File: config.mk
export PLATFORM = sky130hd
export DESIGN_NAME = round_robin_tick_scheduler
export DESIGN_NICKNAME = d
export VERILOG_FILES = /design/src/rtl/rrts_pkg.sv /design/src/rtl/rrts_ram.sv /design/src/rtl/round_robin_tick_scheduler.sv
export SDC_FILE = /design/constraint.sdc
export NUM_CORES = 1
export LEC_CHECK = 0
export BUFFER_PORTS_ARGS = -buffer_cell sky130_fd_sc_hd__buf_4
export CORE_MARGIN = 3
export CORE_UTILIZATION = 60
export CTS_CLUSTER_DIAMETER = 30
export DETAILED_ROUTE_END_ITERATION = 12
export PLACE_DENSITY = 0.77
export SETUP_SLACK_MARGIN = 0.02
export SLEW_MARGIN = 20
export SYNTH_ARGS = -nofsm -noshare
export SYNTH_HDL_FRONTEND = slang
export SYNTH_SLANG_ARGS = --single-unit
File: constraint.sdc
create_clock -name clk -period 5.9 [get_ports clk]
set_clock_uncertainty 0.15 [all_clocks]
set_input_delay 0.59 -clock clk [delete_from_list [all_inputs] [get_ports clk]]
set_output_delay 0.59 -clock clk [all_outputs]
set_load 0.01 [all_outputs]
File: src/rtl/rrts_pkg.sv
// ----------------------------------------------------------------------------
// rrts_pkg
// Shared types and constants of the round-robin tick scheduler.
// ----------------------------------------------------------------------------
package rrts_pkg;

  localparam int MAX_PROCS   = 16;
  localparam int QUEUE_DEPTH = 16;
  localparam int TIME_W      = 16;

  localparam int PIDX_W = 4;   // index field width on the ports
  localparam int FTIME_W = 16; // time field width on the ports
  localparam int SVC_W  = 16;  // remaining service width

  localparam int IDX_W  = $clog2(MAX_PROCS);
  localparam int QIDX_W = $clog2(QUEUE_DEPTH);
  localparam int CNT_W  = $clog2(QUEUE_DEPTH + 1);

  localparam logic [IDX_W:0]  PROC_END   = (IDX_W + 1)'(MAX_PROCS);
  localparam logic [CNT_W-1:0] QUEUE_FULL = CNT_W'(QUEUE_DEPTH);

  typedef enum logic [1:0] {
    ST_WAIT  = 2'd0,
    ST_READY = 2'd1,
    ST_RUN   = 2'd2,
    ST_DONE  = 2'd3
  } status_t;

  typedef struct packed {
    status_t            status;
    logic [TIME_W-1:0]  arrival;
    logic [SVC_W-1:0]   remaining;
  } entry_t;

  typedef enum logic [2:0] {
    S_IDLE,
    S_LD_CHK,
    S_SCAN,
    S_REQ,
    S_POP,
    S_DISP_RD,
    S_DISP_WR,
    S_OUT
  } seq_state_t;

  // Advance a queue pointer with wrap.
  function automatic logic [QIDX_W-1:0] q_next(input logic [QIDX_W-1:0] p);
    return (p == QIDX_W'(QUEUE_DEPTH - 1)) ? '0 : p + 1'b1;
  endfunction

endpackage

File: src/rtl/rrts_ram.sv
// ----------------------------------------------------------------------------
// rrts_ram
// Generic simple dual-port RAM: one write port, one registered read port.
// ----------------------------------------------------------------------------
module rrts_ram #(
  parameter int WIDTH = 8,
  parameter int DEPTH = 16
) (
  input  logic                     clk,
  input  logic                     we,
  input  logic [$clog2(DEPTH)-1:0] waddr,
  input  logic [WIDTH-1:0]         wdata,
  input  logic [$clog2(DEPTH)-1:0] raddr,
  output logic [WIDTH-1:0]         rdata
);

  logic [WIDTH-1:0] mem [DEPTH];

  always_ff @(posedge clk) begin
    if (we) begin
      mem[waddr] <= wdata;
    end
    rdata <= mem[raddr];
  end

endmodule

File: src/rtl/round_robin_tick_scheduler.sv
// ----------------------------------------------------------------------------
// round_robin_tick_scheduler
// Round-robin process scheduler with a quantum of one tick.
// ----------------------------------------------------------------------------
// A load item (mode 0) writes one process entry, unless the load is
// dropped, and returns a result with both valid flags low, going from
// the load check straight to the output state. A tick item (mode 1) walks
// all MAX_PROCS entries of the entry RAM one per cycle, queuing arrivals
// and charging the running entry, then requeues, pops and dispatches; when
// the queue is empty the dispatch read and write are skipped, and when a
// full queue keeps the preempted entry running the pop is skipped as well.
// The walk is set by the single read port of the entry RAM.
// The sequencer returns to idle between items. Each item yields exactly one
// result item; a new item is accepted as soon as the sequencer is back in
// idle, even while the last result is held in the output register waiting
// for out_ready. Process entries live in one RAM (status, arrival,
// remaining) and the ready queue in a second RAM; per-entry loaded flags
// are flops cleared by reset, so no clearing pass is needed.
// ----------------------------------------------------------------------------
module round_robin_tick_scheduler (
  input  logic                        clk,
  input  logic                        rst,
  input  logic                        in_valid,
  output logic                        in_ready,
  input  logic                        mode,
  input  logic [rrts_pkg::PIDX_W-1:0] proc_index,
  input  logic [rrts_pkg::FTIME_W-1:0] arrival_tick,
  input  logic [rrts_pkg::SVC_W-1:0]  service_ticks,
  output logic                        out_valid,
  input  logic                        out_ready,
  output logic                        dispatch_valid,
  output logic [rrts_pkg::PIDX_W-1:0] dispatch_index,
  output logic                        finish_valid,
  output logic [rrts_pkg::PIDX_W-1:0] finish_index,
  output logic [rrts_pkg::FTIME_W-1:0] tick_now
);

  import rrts_pkg::*;

  // Sequencer
  seq_state_t state, state_next;

  // Latched command
  logic                 cmd_mode;
  logic [PIDX_W-1:0]    cmd_idx;
  logic [TIME_W-1:0]    cmd_arr;
  logic [SVC_W-1:0]     cmd_svc;
  logic [TIME_W-1:0]    now;

  // Scan pipeline: read address and the entry whose data is on the RAM output
  logic [IDX_W:0]       rd_idx;
  logic                 p_vld;
  logic [IDX_W-1:0]     p_idx;

  // Tick bookkeeping
  logic                 requeue;
  logic [IDX_W-1:0]     pre_idx;
  logic [TIME_W-1:0]    pre_arr;
  logic [SVC_W-1:0]     pre_rem;
  logic                 fin_v;
  logic [IDX_W-1:0]     fin_i;
  logic                 disp_v;
  logic [IDX_W-1:0]     disp_i;

  // Ready queue pointers and global state
  logic [QIDX_W-1:0]    head, tail;
  logic [CNT_W-1:0]     count;
  logic [MAX_PROCS-1:0] loaded;
  logic [TIME_W-1:0]    tick;

  // Entry RAM
  logic                 e_we;
  logic [IDX_W-1:0]     e_waddr, e_raddr;
  entry_t               e_wdata, e_rdata;

  // Queue RAM
  logic                 f_we;
  logic [IDX_W-1:0]     f_wdata, f_rdata;

  // Decoded conditions
  logic                 load_ok;
  logic                 scan_arrive;
  logic                 scan_run;
  logic                 q_has_room;
  logic                 out_go;
  logic [IDX_W-1:0]     cmd_addr;

  rrts_ram #(
    .WIDTH ($bits(entry_t)),
    .DEPTH (MAX_PROCS)
  ) u_entry_ram (
    .clk   (clk),
    .we    (e_we),
    .waddr (e_waddr),
    .wdata (e_wdata),
    .raddr (e_raddr),
    .rdata (e_rdata)
  );

  rrts_ram #(
    .WIDTH (IDX_W),
    .DEPTH (QUEUE_DEPTH)
  ) u_queue_ram (
    .clk   (clk),
    .we    (f_we),
    .waddr (tail),
    .wdata (f_wdata),
    .raddr (head),
    .rdata (f_rdata)
  );

  assign in_ready   = (state == S_IDLE);
  assign q_has_room = (count < QUEUE_FULL);
  assign out_go     = !out_valid || out_ready;
  assign cmd_addr   = IDX_W'(cmd_idx);

  // A load is dropped when out of range or aimed at a queued or running entry.
  assign load_ok = (32'(cmd_idx) < MAX_PROCS) &&
                   !(loaded[cmd_addr] &&
                     (e_rdata.status == ST_READY || e_rdata.status == ST_RUN));

  // Arrivals that find the queue full stay waiting for a later tick.
  assign scan_arrive = p_vld && loaded[p_idx] && (e_rdata.status == ST_WAIT) &&
                       (e_rdata.arrival <= now) && q_has_room;
  assign scan_run    = p_vld && loaded[p_idx] && (e_rdata.status == ST_RUN);

  // Next state
  always_comb begin
    state_next = state;
    case (state)
      S_IDLE: begin
        if (in_valid) begin
          state_next = mode ? S_SCAN : S_LD_CHK;
        end
      end
      S_LD_CHK:  state_next = S_OUT;
      S_SCAN: begin
        if (rd_idx == PROC_END && !p_vld) begin
          state_next = S_REQ;
        end
      end
      S_REQ:     state_next = (requeue && !q_has_room) ? S_OUT : S_POP;
      S_POP:     state_next = (count != '0) ? S_DISP_RD : S_OUT;
      S_DISP_RD: state_next = S_DISP_WR;
      S_DISP_WR: state_next = S_OUT;
      S_OUT: begin
        if (out_go) begin
          state_next = S_IDLE;
        end
      end
      default:   state_next = S_IDLE;
    endcase
  end

  // Memory port control
  always_comb begin
    e_we    = 1'b0;
    e_waddr = p_idx;
    e_wdata = e_rdata;
    e_raddr = rd_idx[IDX_W-1:0];
    f_we    = 1'b0;
    f_wdata = p_idx;
    case (state)
      S_IDLE: begin
        e_raddr = IDX_W'(proc_index);
      end
      S_LD_CHK: begin
        if (load_ok) begin
          e_we              = 1'b1;
          e_waddr           = cmd_addr;
          e_wdata.status    = ST_WAIT;
          e_wdata.arrival   = cmd_arr;
          e_wdata.remaining = (cmd_svc == '0) ? SVC_W'(1) : cmd_svc;
        end
      end
      S_SCAN: begin
        if (scan_arrive) begin
          e_we           = 1'b1;
          e_wdata.status = ST_READY;
          f_we           = 1'b1;
        end else if (scan_run) begin
          e_we = 1'b1;
          if (e_rdata.remaining <= SVC_W'(1)) begin
            e_wdata.status    = ST_DONE;
            e_wdata.remaining = '0;
          end else begin
            e_wdata.status    = ST_READY;
            e_wdata.remaining = e_rdata.remaining - 1'b1;
          end
        end
      end
      S_REQ: begin
        if (requeue) begin
          if (q_has_room) begin
            f_we    = 1'b1;
            f_wdata = pre_idx;
          end else begin
            // Queue full: the preempted entry keeps the processor.
            e_we              = 1'b1;
            e_waddr           = pre_idx;
            e_wdata.status    = ST_RUN;
            e_wdata.arrival   = pre_arr;
            e_wdata.remaining = pre_rem;
          end
        end
      end
      S_DISP_RD: begin
        e_raddr = f_rdata;
      end
      S_DISP_WR: begin
        e_we           = 1'b1;
        e_waddr        = disp_i;
        e_wdata.status = ST_RUN;
      end
      default: begin
      end
    endcase
  end

  always_ff @(posedge clk) begin
    if (rst) begin
      state <= S_IDLE;
    end else begin
      state <= state_next;
    end
  end

  // Control state
  always_ff @(posedge clk) begin
    if (rst) begin
      loaded    <= '0;
      head      <= '0;
      tail      <= '0;
      count     <= '0;
      tick      <= '0;
      out_valid <= 1'b0;
      p_vld     <= 1'b0;
    end else begin
      // Load a new result, or drop the held one once it is taken.
      if (state == S_OUT && out_go) begin
        out_valid <= 1'b1;
      end else if (out_ready) begin
        out_valid <= 1'b0;
      end
      case (state)
        S_IDLE: begin
          p_vld <= 1'b0;
        end
        S_LD_CHK: begin
          if (load_ok) begin
            loaded[cmd_addr] <= 1'b1;
          end
        end
        S_SCAN: begin
          p_vld <= (rd_idx != PROC_END);
          if (scan_arrive) begin
            tail  <= q_next(tail);
            count <= count + 1'b1;
          end
        end
        S_REQ: begin
          if (requeue && q_has_room) begin
            tail  <= q_next(tail);
            count <= count + 1'b1;
          end
        end
        S_POP: begin
          if (count != '0) begin
            head  <= q_next(head);
            count <= count - 1'b1;
          end
        end
        S_OUT: begin
          if (out_go) begin
            // Advance the tick counter, holding at its maximum.
            if (cmd_mode && tick != '1) begin
              tick <= tick + 1'b1;
            end
          end
        end
        default: begin
        end
      endcase
    end
  end

  // Payload registers
  always_ff @(posedge clk) begin
    case (state)
      S_IDLE: begin
        if (in_valid) begin
          cmd_mode <= mode;
          cmd_idx  <= proc_index;
          cmd_arr  <= TIME_W'(arrival_tick);
          cmd_svc  <= service_ticks;
          now      <= tick;
          rd_idx   <= '0;
          requeue  <= 1'b0;
          fin_v    <= 1'b0;
          fin_i    <= '0;
          disp_v   <= 1'b0;
          disp_i   <= '0;
        end
      end
      S_SCAN: begin
        if (rd_idx != PROC_END) begin
          rd_idx <= rd_idx + 1'b1;
          p_idx  <= rd_idx[IDX_W-1:0];
        end
        if (scan_run) begin
          if (e_rdata.remaining <= SVC_W'(1)) begin
            fin_v <= 1'b1;
            fin_i <= p_idx;
          end else begin
            requeue <= 1'b1;
            pre_idx <= p_idx;
            pre_arr <= e_rdata.arrival;
            pre_rem <= e_rdata.remaining - 1'b1;
          end
        end
      end
      S_REQ: begin
        if (requeue && !q_has_room) begin
          disp_v <= 1'b1;
          disp_i <= pre_idx;
        end
      end
      S_DISP_RD: begin
        disp_v <= 1'b1;
        disp_i <= f_rdata;
      end
      S_OUT: begin
        if (out_go) begin
          dispatch_valid <= disp_v;
          dispatch_index <= disp_v ? PIDX_W'(disp_i) : '0;
          finish_valid   <= fin_v;
          finish_index   <= fin_v ? PIDX_W'(fin_i) : '0;
          tick_now       <= FTIME_W'(now);
        end
      end
      default: begin
      end
    endcase
  end

endmodule
# Yosys cells after proc, flatten, opt, wreduce, memory -nomap -nowiden
# Memories as Yosys holds them, arrays and structs flattened. A register that Yosys moved wholly into a read port is not among the register bits.
# Index checks and enable logic that the tools add are counted.
classes:
  addsub: 7
  order_cmp: 6
  eq_ne: 25
  mux: 78
  bitwise: 3
  reduce_logical: 41
ops:
  columns: ["op", "count"]
  rows:
  - ["34-bit two-way mux", 3]
  - ["16-bit two-way mux", 4]
  - ["4-bit two-way mux", 14]
  - ["16-bit one-hot mux with 3 select lines", 1]
  - ["16-bit one-hot mux with 2 select lines", 1]
  - ["5-bit two-way mux", 5]
  - ["4-bit one-hot mux with 2 select lines", 3]
  - ["4-bit one-hot mux with 3 select lines", 2]
  - ["1-bit two-way mux", 23]
  - ["2-bit != test (second input constant)", 11]
  - ["3-bit one-hot mux with 7 select lines", 1]
  - ["3-bit AND reduction", 6]
  - ["16-bit by 1-bit adder with 16-bit output (second input constant)", 1]
  - ["16-bit by 1-bit <= comparator with 1-bit output (second input constant)", 1]
  - ["16-bit <= comparator", 1]
  - ["16-bit logical NOT", 1]
  - ["16-bit != test (second input constant)", 1]
  - ["16-bit bitwise OR", 1]
  - ["16-bit by 1-bit subtractor with 16-bit output (second input constant)", 1]
  - ["5-bit one-hot mux with 3 select lines", 1]
  - ["3-bit == test (second input constant)", 4]
  - ["1-bit logical AND", 12]
  - ["2-bit two-way mux", 6]
  - ["4-bit AND reduction", 3]
  - ["31 further kinds", 53]
word_totals:
  reg_bits: 185
  ramBits: 608
  inputBits: 41
  elab_cells: 190
  n_memories: 2
memory_table:
  columns: ["memory", "words", "width", "read_ports", "rd_clocked_by_memory_dff", "wr", "line_no", "rtl"]
  rows:
  - ["u_entry_ram.mem", 16, 34, 1, 1, 1, "rrts_ram.sv:17", "logic [WIDTH-1:0] mem [DEPTH];"]
  - ["u_queue_ram.mem", 16, 4, 1, 1, 1, "rrts_ram.sv:17", null]

# Longest topological paths before layout
logic_depth:
  ltp_word: 10
  mapped_depth: 12
  mapped_depth_nobuf: 10

# Hierarchy
# Synthesis repeated with hierarchy kept, for this count alone.
unflattened:
  hier_cells: 1854
  hier_area_um2: 32787.7
by_module_without_submodules:
  columns: ["mod", "n_inst", "cells_each", "area_per_inst_um2", "seq_area_each_um2"]
  rows:
  - ["rrts_ram (u_entry_ram)", 1, 888, 21076.5, 17016.3]
  - ["round_robin_tick_scheduler", 1, 836, 9044.9, 5054.8]
  - ["rrts_ram (u_queue_ram)", 1, 130, 2666.3, 2001.9]

# Worst setup path after synthesis
# Ideal clock, no wire load.
synth_timing:
  path_kind: "register to register"
  startpoint: "register u_entry_ram.rdata[33], read port of u_entry_ram.mem"
  endpoint: "memory u_entry_ram.mem[5][0] (netlist bit), enable pin"
  arrival_time_ps: 3568
  required_ps: 5325
  slack_ps: 1756
  path_stages_with_launch: 11
  n_path_buf: 1
  synth_period_minus_slack_ps: 4144
  path_cell_list: "dfxtp_1 > inv_1 > ha_1 > nand2_1 > a221oi_1 > a22o_1 > buf_6 > mux2_2 > o32ai_1 > o211ai_1 > nor2_1"
synth_via:
  elab_chain_len: 8
  elab_cells_between_ends: 17
synth_rtl:
  columns: ["element", "line_no", "rtl"]
  rows:
  - ["start: declaration", "rrts_ram.sv:14", "output logic [WIDTH-1:0] rdata"]
  - ["2-bit logical NOT", "round_robin_tick_scheduler.sv:123", "assign scan_arrive = p_vld && loaded[p_idx] && (e_rdata.status == ST_WAIT) &&"]
  - ["1-bit logical AND (2 in series)", "round_robin_tick_scheduler.sv:123", null]
  - ["1-bit logical AND", "round_robin_tick_scheduler.sv:124", "(e_rdata.arrival <= now) && q_has_room;"]
  - ["1-bit two-way mux", "round_robin_tick_scheduler.sv:177", "if (scan_arrive) begin"]
  - ["1-bit one-hot mux with 4 select lines", "round_robin_tick_scheduler.sv:163", "case (state)"]
  - ["1-bit two-way mux", "rrts_ram.sv:20", "if (we) begin"]
  - ["1-bit two-way mux (implied by the code)", "rrts_ram.sv:21", "mem[waddr] <= wdata;"]
  - ["end: declaration", "rrts_ram.sv:17", null]
# Parallel ways exist; a longest one is shown, timed or not.

# Worst setup path in the final report
layout_timing:
  startpoint: "register cmd_idx[0] (netlist: cmd_addr[0])"
  endpoint: "memory u_entry_ram.mem[11][30] (netlist bit), enable pin"
layout_via:
  elab_chain_len: 7
  elab_cells_between_ends: 9
layout_rtl:
  columns: ["element", "line_no", "rtl"]
  rows:
  - ["start: declaration", "round_robin_tick_scheduler.sv:45", "logic [PIDX_W-1:0] cmd_idx;"]
  - ["start signal: assignment", "round_robin_tick_scheduler.sv:293", "cmd_idx <= proc_index;"]
  - ["1-bit binary-select mux with 4-bit select", "round_robin_tick_scheduler.sv:119", "!(loaded[cmd_addr] &&"]
  - ["1-bit two-way mux (implied by the code)", "round_robin_tick_scheduler.sv:119", null]
  - ["1-bit logical AND", "round_robin_tick_scheduler.sv:119", null]
  - ["1-bit two-way mux", "round_robin_tick_scheduler.sv:168", "if (load_ok) begin"]
  - ["1-bit one-hot mux with 4 select lines", "round_robin_tick_scheduler.sv:163", null]
  - ["1-bit two-way mux", "rrts_ram.sv:20", null]
  - ["1-bit two-way mux (implied by the code)", "rrts_ram.sv:21", null]
# Parallel ways exist; a longest one is shown, timed or not. The select of a mux whose other input is x is not followed.

==> flow_summary.ini <==
[timing]
period_minus_slack_ns = 4.58
fin_setup_tns_ns = 0
fmaxAchievable_mhz = 218
setup_viol = 0
rsz0062_at_grt = false
drv_slew = 0
timing.final.crit_share_pct = 77.6
hold_viol = 0
worstMarginPinSlew_ns = 1.06
fin_hold_ws_ns = 0.0813
slew_headroom_pct = 29.2
fin_ws_ns = 1.32

[place]
io_buffers = 68
dp.cells = 2920
hpwlAfterDp_um = 45600
gp_congestion = 0.868
place_ws_ns = 1.33

[logic_synthesis]
ys_seq_area_share_pct = 69.9
avgSynthCellArea_sq_um = 15.9
synth_cell_types = 76
netlist_area_sq_um = 34400
synth-main-ff-cell = edfxtp_1
synth_warnings = 0
synth-seq-cells = 831
syn_inst = 2161
syn_nets = 2234
synth_edf_count = 743
async_reset_ff_share_pct = 0

[floorplanning]
core_area_sq_um = 56600
fp-row-count = 87
dieHeight_um = 246
die-area_sq_um = 60300
ios = 69
start_util_pct = 60.8
die_width_um = 246

[setup_path]
worstPathRequired_ns = 6.12
crit_chain = mux2i_1 -> a221oi_1 -> a22o_1 -> mux2_2 -> o32ai_1 -> o211ai_1 -> nor2_4 -> buf_4
path_buf_inv = 1
slowest_stage = edfxtp_1
slowest_delay_ns = 0.75
critPathKind = reg -> reg
cp-start-kind = register
cpLargestDelayFamily = compound AO/OA/AOI/OAI gates
cp_max_fo = 16
cp.arrival_ns = 4.80
endpoint_kind = register

[drt]
wl_per_cell_um = 24.4
ant_nets = 0
via_per_inst = 6.10
wl_um = 78400
num_vias = 19600
wl_met2_um = 39000
drt_iter0_drc = 1879
drc = 0
route.top_layer_used = met4
wl_met1_um = 31600
wl_met3_um = 5340
dr.pass1.iters = 6

[clock_tree]
ctsResizeCount = 0
cts_root_buf = clkbuf_16
cts_max_level = 4
cts_hold_buf = 37
numCtsBuffers = 139
insertion_delay_ns = 0.71
cts_tree = yes
clock_sinks = 831
cts_post_setup_buffers_inserted = 0
clock_path_buffers = 3
clk_pin_slew_ns = 0.05

[final_layout]
n_fill_cell = 3459
fin_cells = 3216
area_growth_pct = 19.7
fin_nets = 2417
multiInputGateArea_sq_um = 9820
num_antenna_cells = 0
area.sequential_sq_um = 24100
layout-drive-gt1-share_pct = 16.8

[power_and_ir_drop]
power_w = 0.0250
vdd_drop_max_mv = 0.517
power_density_nw_per_um2 = 607
p_leak_nw = 15.5

[global_route]
grt_pass1_vias = 20200
antenna_found_initial = 0
grt_first_pass_wirelength_um = 120000
globalRouteOverflowTotal = 0
grt_max_degree = 117
grt_use_total_pct = 26.5

[run]
cap_viol_max_count = 0

[hold_path]
min_path_type = in -> reg

[outcome]
status = finished clean
-- per-stage QoR --
| step | util [%] | instance area, sq um |
|---|---|---|
| finish | 72.8 | 41200 |
| global placement | 63.5 | 35900 |
| detailed placement | 63.5 | 36000 |
| global route | 72.8 | 41200 |
| CTS | 72.7 | 41200 |
| floorplan | - | 34400 |
-- cell type report --
cell class,count,area share [%]
Multi-Input combinational cell,1162,23.8
Sequential cell,831,58.4
Timing Repair Buffer,151,3.15
Clock inverter,99,2.70
Clock buffer,158,9.04
Inverter,59,0.538
Tap cell,756,2.30
-- layout by cell type, fill, tap and decap left out, types with 12 or more instances in the layout --
cell type	n
xor2_1	15
edfxtp_1	743
o211ai_1	16
a222oi_1	17
ha_1	31
mux2i_1	529
and3_1	12
nand3_1	22
buf_4	106
inv_1	57
nor2b_1	25
nand2_1	73
nor2_4	16
clkinv_1	15
a22oi_1	20
o21ai_0	40
xnor2_1	13
and2_1	14
mux4_2	20
bufinv_16	18
a21oi_1	60
dlygate4sd3_1	37
inv_6	16
clkinv_2	21
clkbuf_16	144
clkinvlp_4	14
dfxtp_1	87
nor2_1	76
nor3_1	24
-- state kept, by name (all words and copies together), names as in the netlist, 5 cells and up --
name               cells
count                  5
u_queue_ram.mem       64
now                   16
rd_idx                 5
tick                  16
loaded                16
pre_rem               16
cmd_svc               16
cmd_arr               16
u_entry_ram.rdata     34
pre_arr               16
u_entry_ram.mem      544
tick_now              16
-- Yosys cell counts (15+ instances only) --
cell type,count,area share [%]
a222oi_1,17,0.49
nand2_1,73,0.80
inv_1,58,0.63
o211ai_1,16,0.35
nor2_1,93,1.0
mux4_2,20,1.3
clkbuf_1,36,0.39
o21ai_0,41,0.60
edfxtp_1,743,65
ha_1,31,1.1
a22oi_1,20,0.44
xor2_1,15,0.38
buf_2,56,0.81
a21oi_1,62,0.90
nor2b_1,26,0.47
mux2i_1,529,15
dfxtp_1,88,5.1
nor3_1,24,0.35
nand3_1,22,0.32
-- kinds of logic after synthesis --
| kind of cell | after synthesis | synth area share [%] |
|---|---|---|
| adders and majority gates | 32 | 1.18 |
| DFF | 831 | 69.9 |
| muxes | 555 | 16.9 |
| and+or+nand+nor | 317 | 4.50 |
| buffers and inverters | 168 | 2.18 |
| xor gates and xnor gates | 28 | 0.712 |
| AOI/OAI and AO/OA | 230 | 4.62 |
-- layer usage --
metal / vias up / track usage [%]
met2: 788 / 43.9
li1: 8769 / -
met4: 0 / 11.1
met3: 151 / 5.38
met1: 9905 / 34.5
met5: - / 0
-- power breakdown --
| part | leakage (nW) | internal [W] | total (W) | switching [W] |
|---|---|---|---|---|
| combinational | 5.64 | 0.00301 | 0.00814 | 0.00512 |
| sequential | 7.47 | 0.00821 | 0.00870 | 0.000490 |
| clock | 2.35 | 0.00536 | 0.00818 | 0.00282 |
-- final timing paths --
| path | startpoint | to | slack, ns | depth (start not counted) |
|---|---|---|---|---|
| worst max-delay path | cmd_addr[0] | u_entry_ram.mem[11][30] | 1.32 | 8 |
| worst min-delay path | out_ready | out_valid | 0.08 | 3 |
| worst max register to register | cmd_addr[0] | u_entry_ram.mem[11][30] | 1.32 | 8 |
| worst min register to register | now[14] | tick_now[14] | 0.29 | 0 |
-- tightest hold or removal path, stage by stage --
cell and delay [ns]:
buf_4 0.08, nand2b_1 0.13, a21oi_1 0.07
Power figures use the tool's default switching activity.
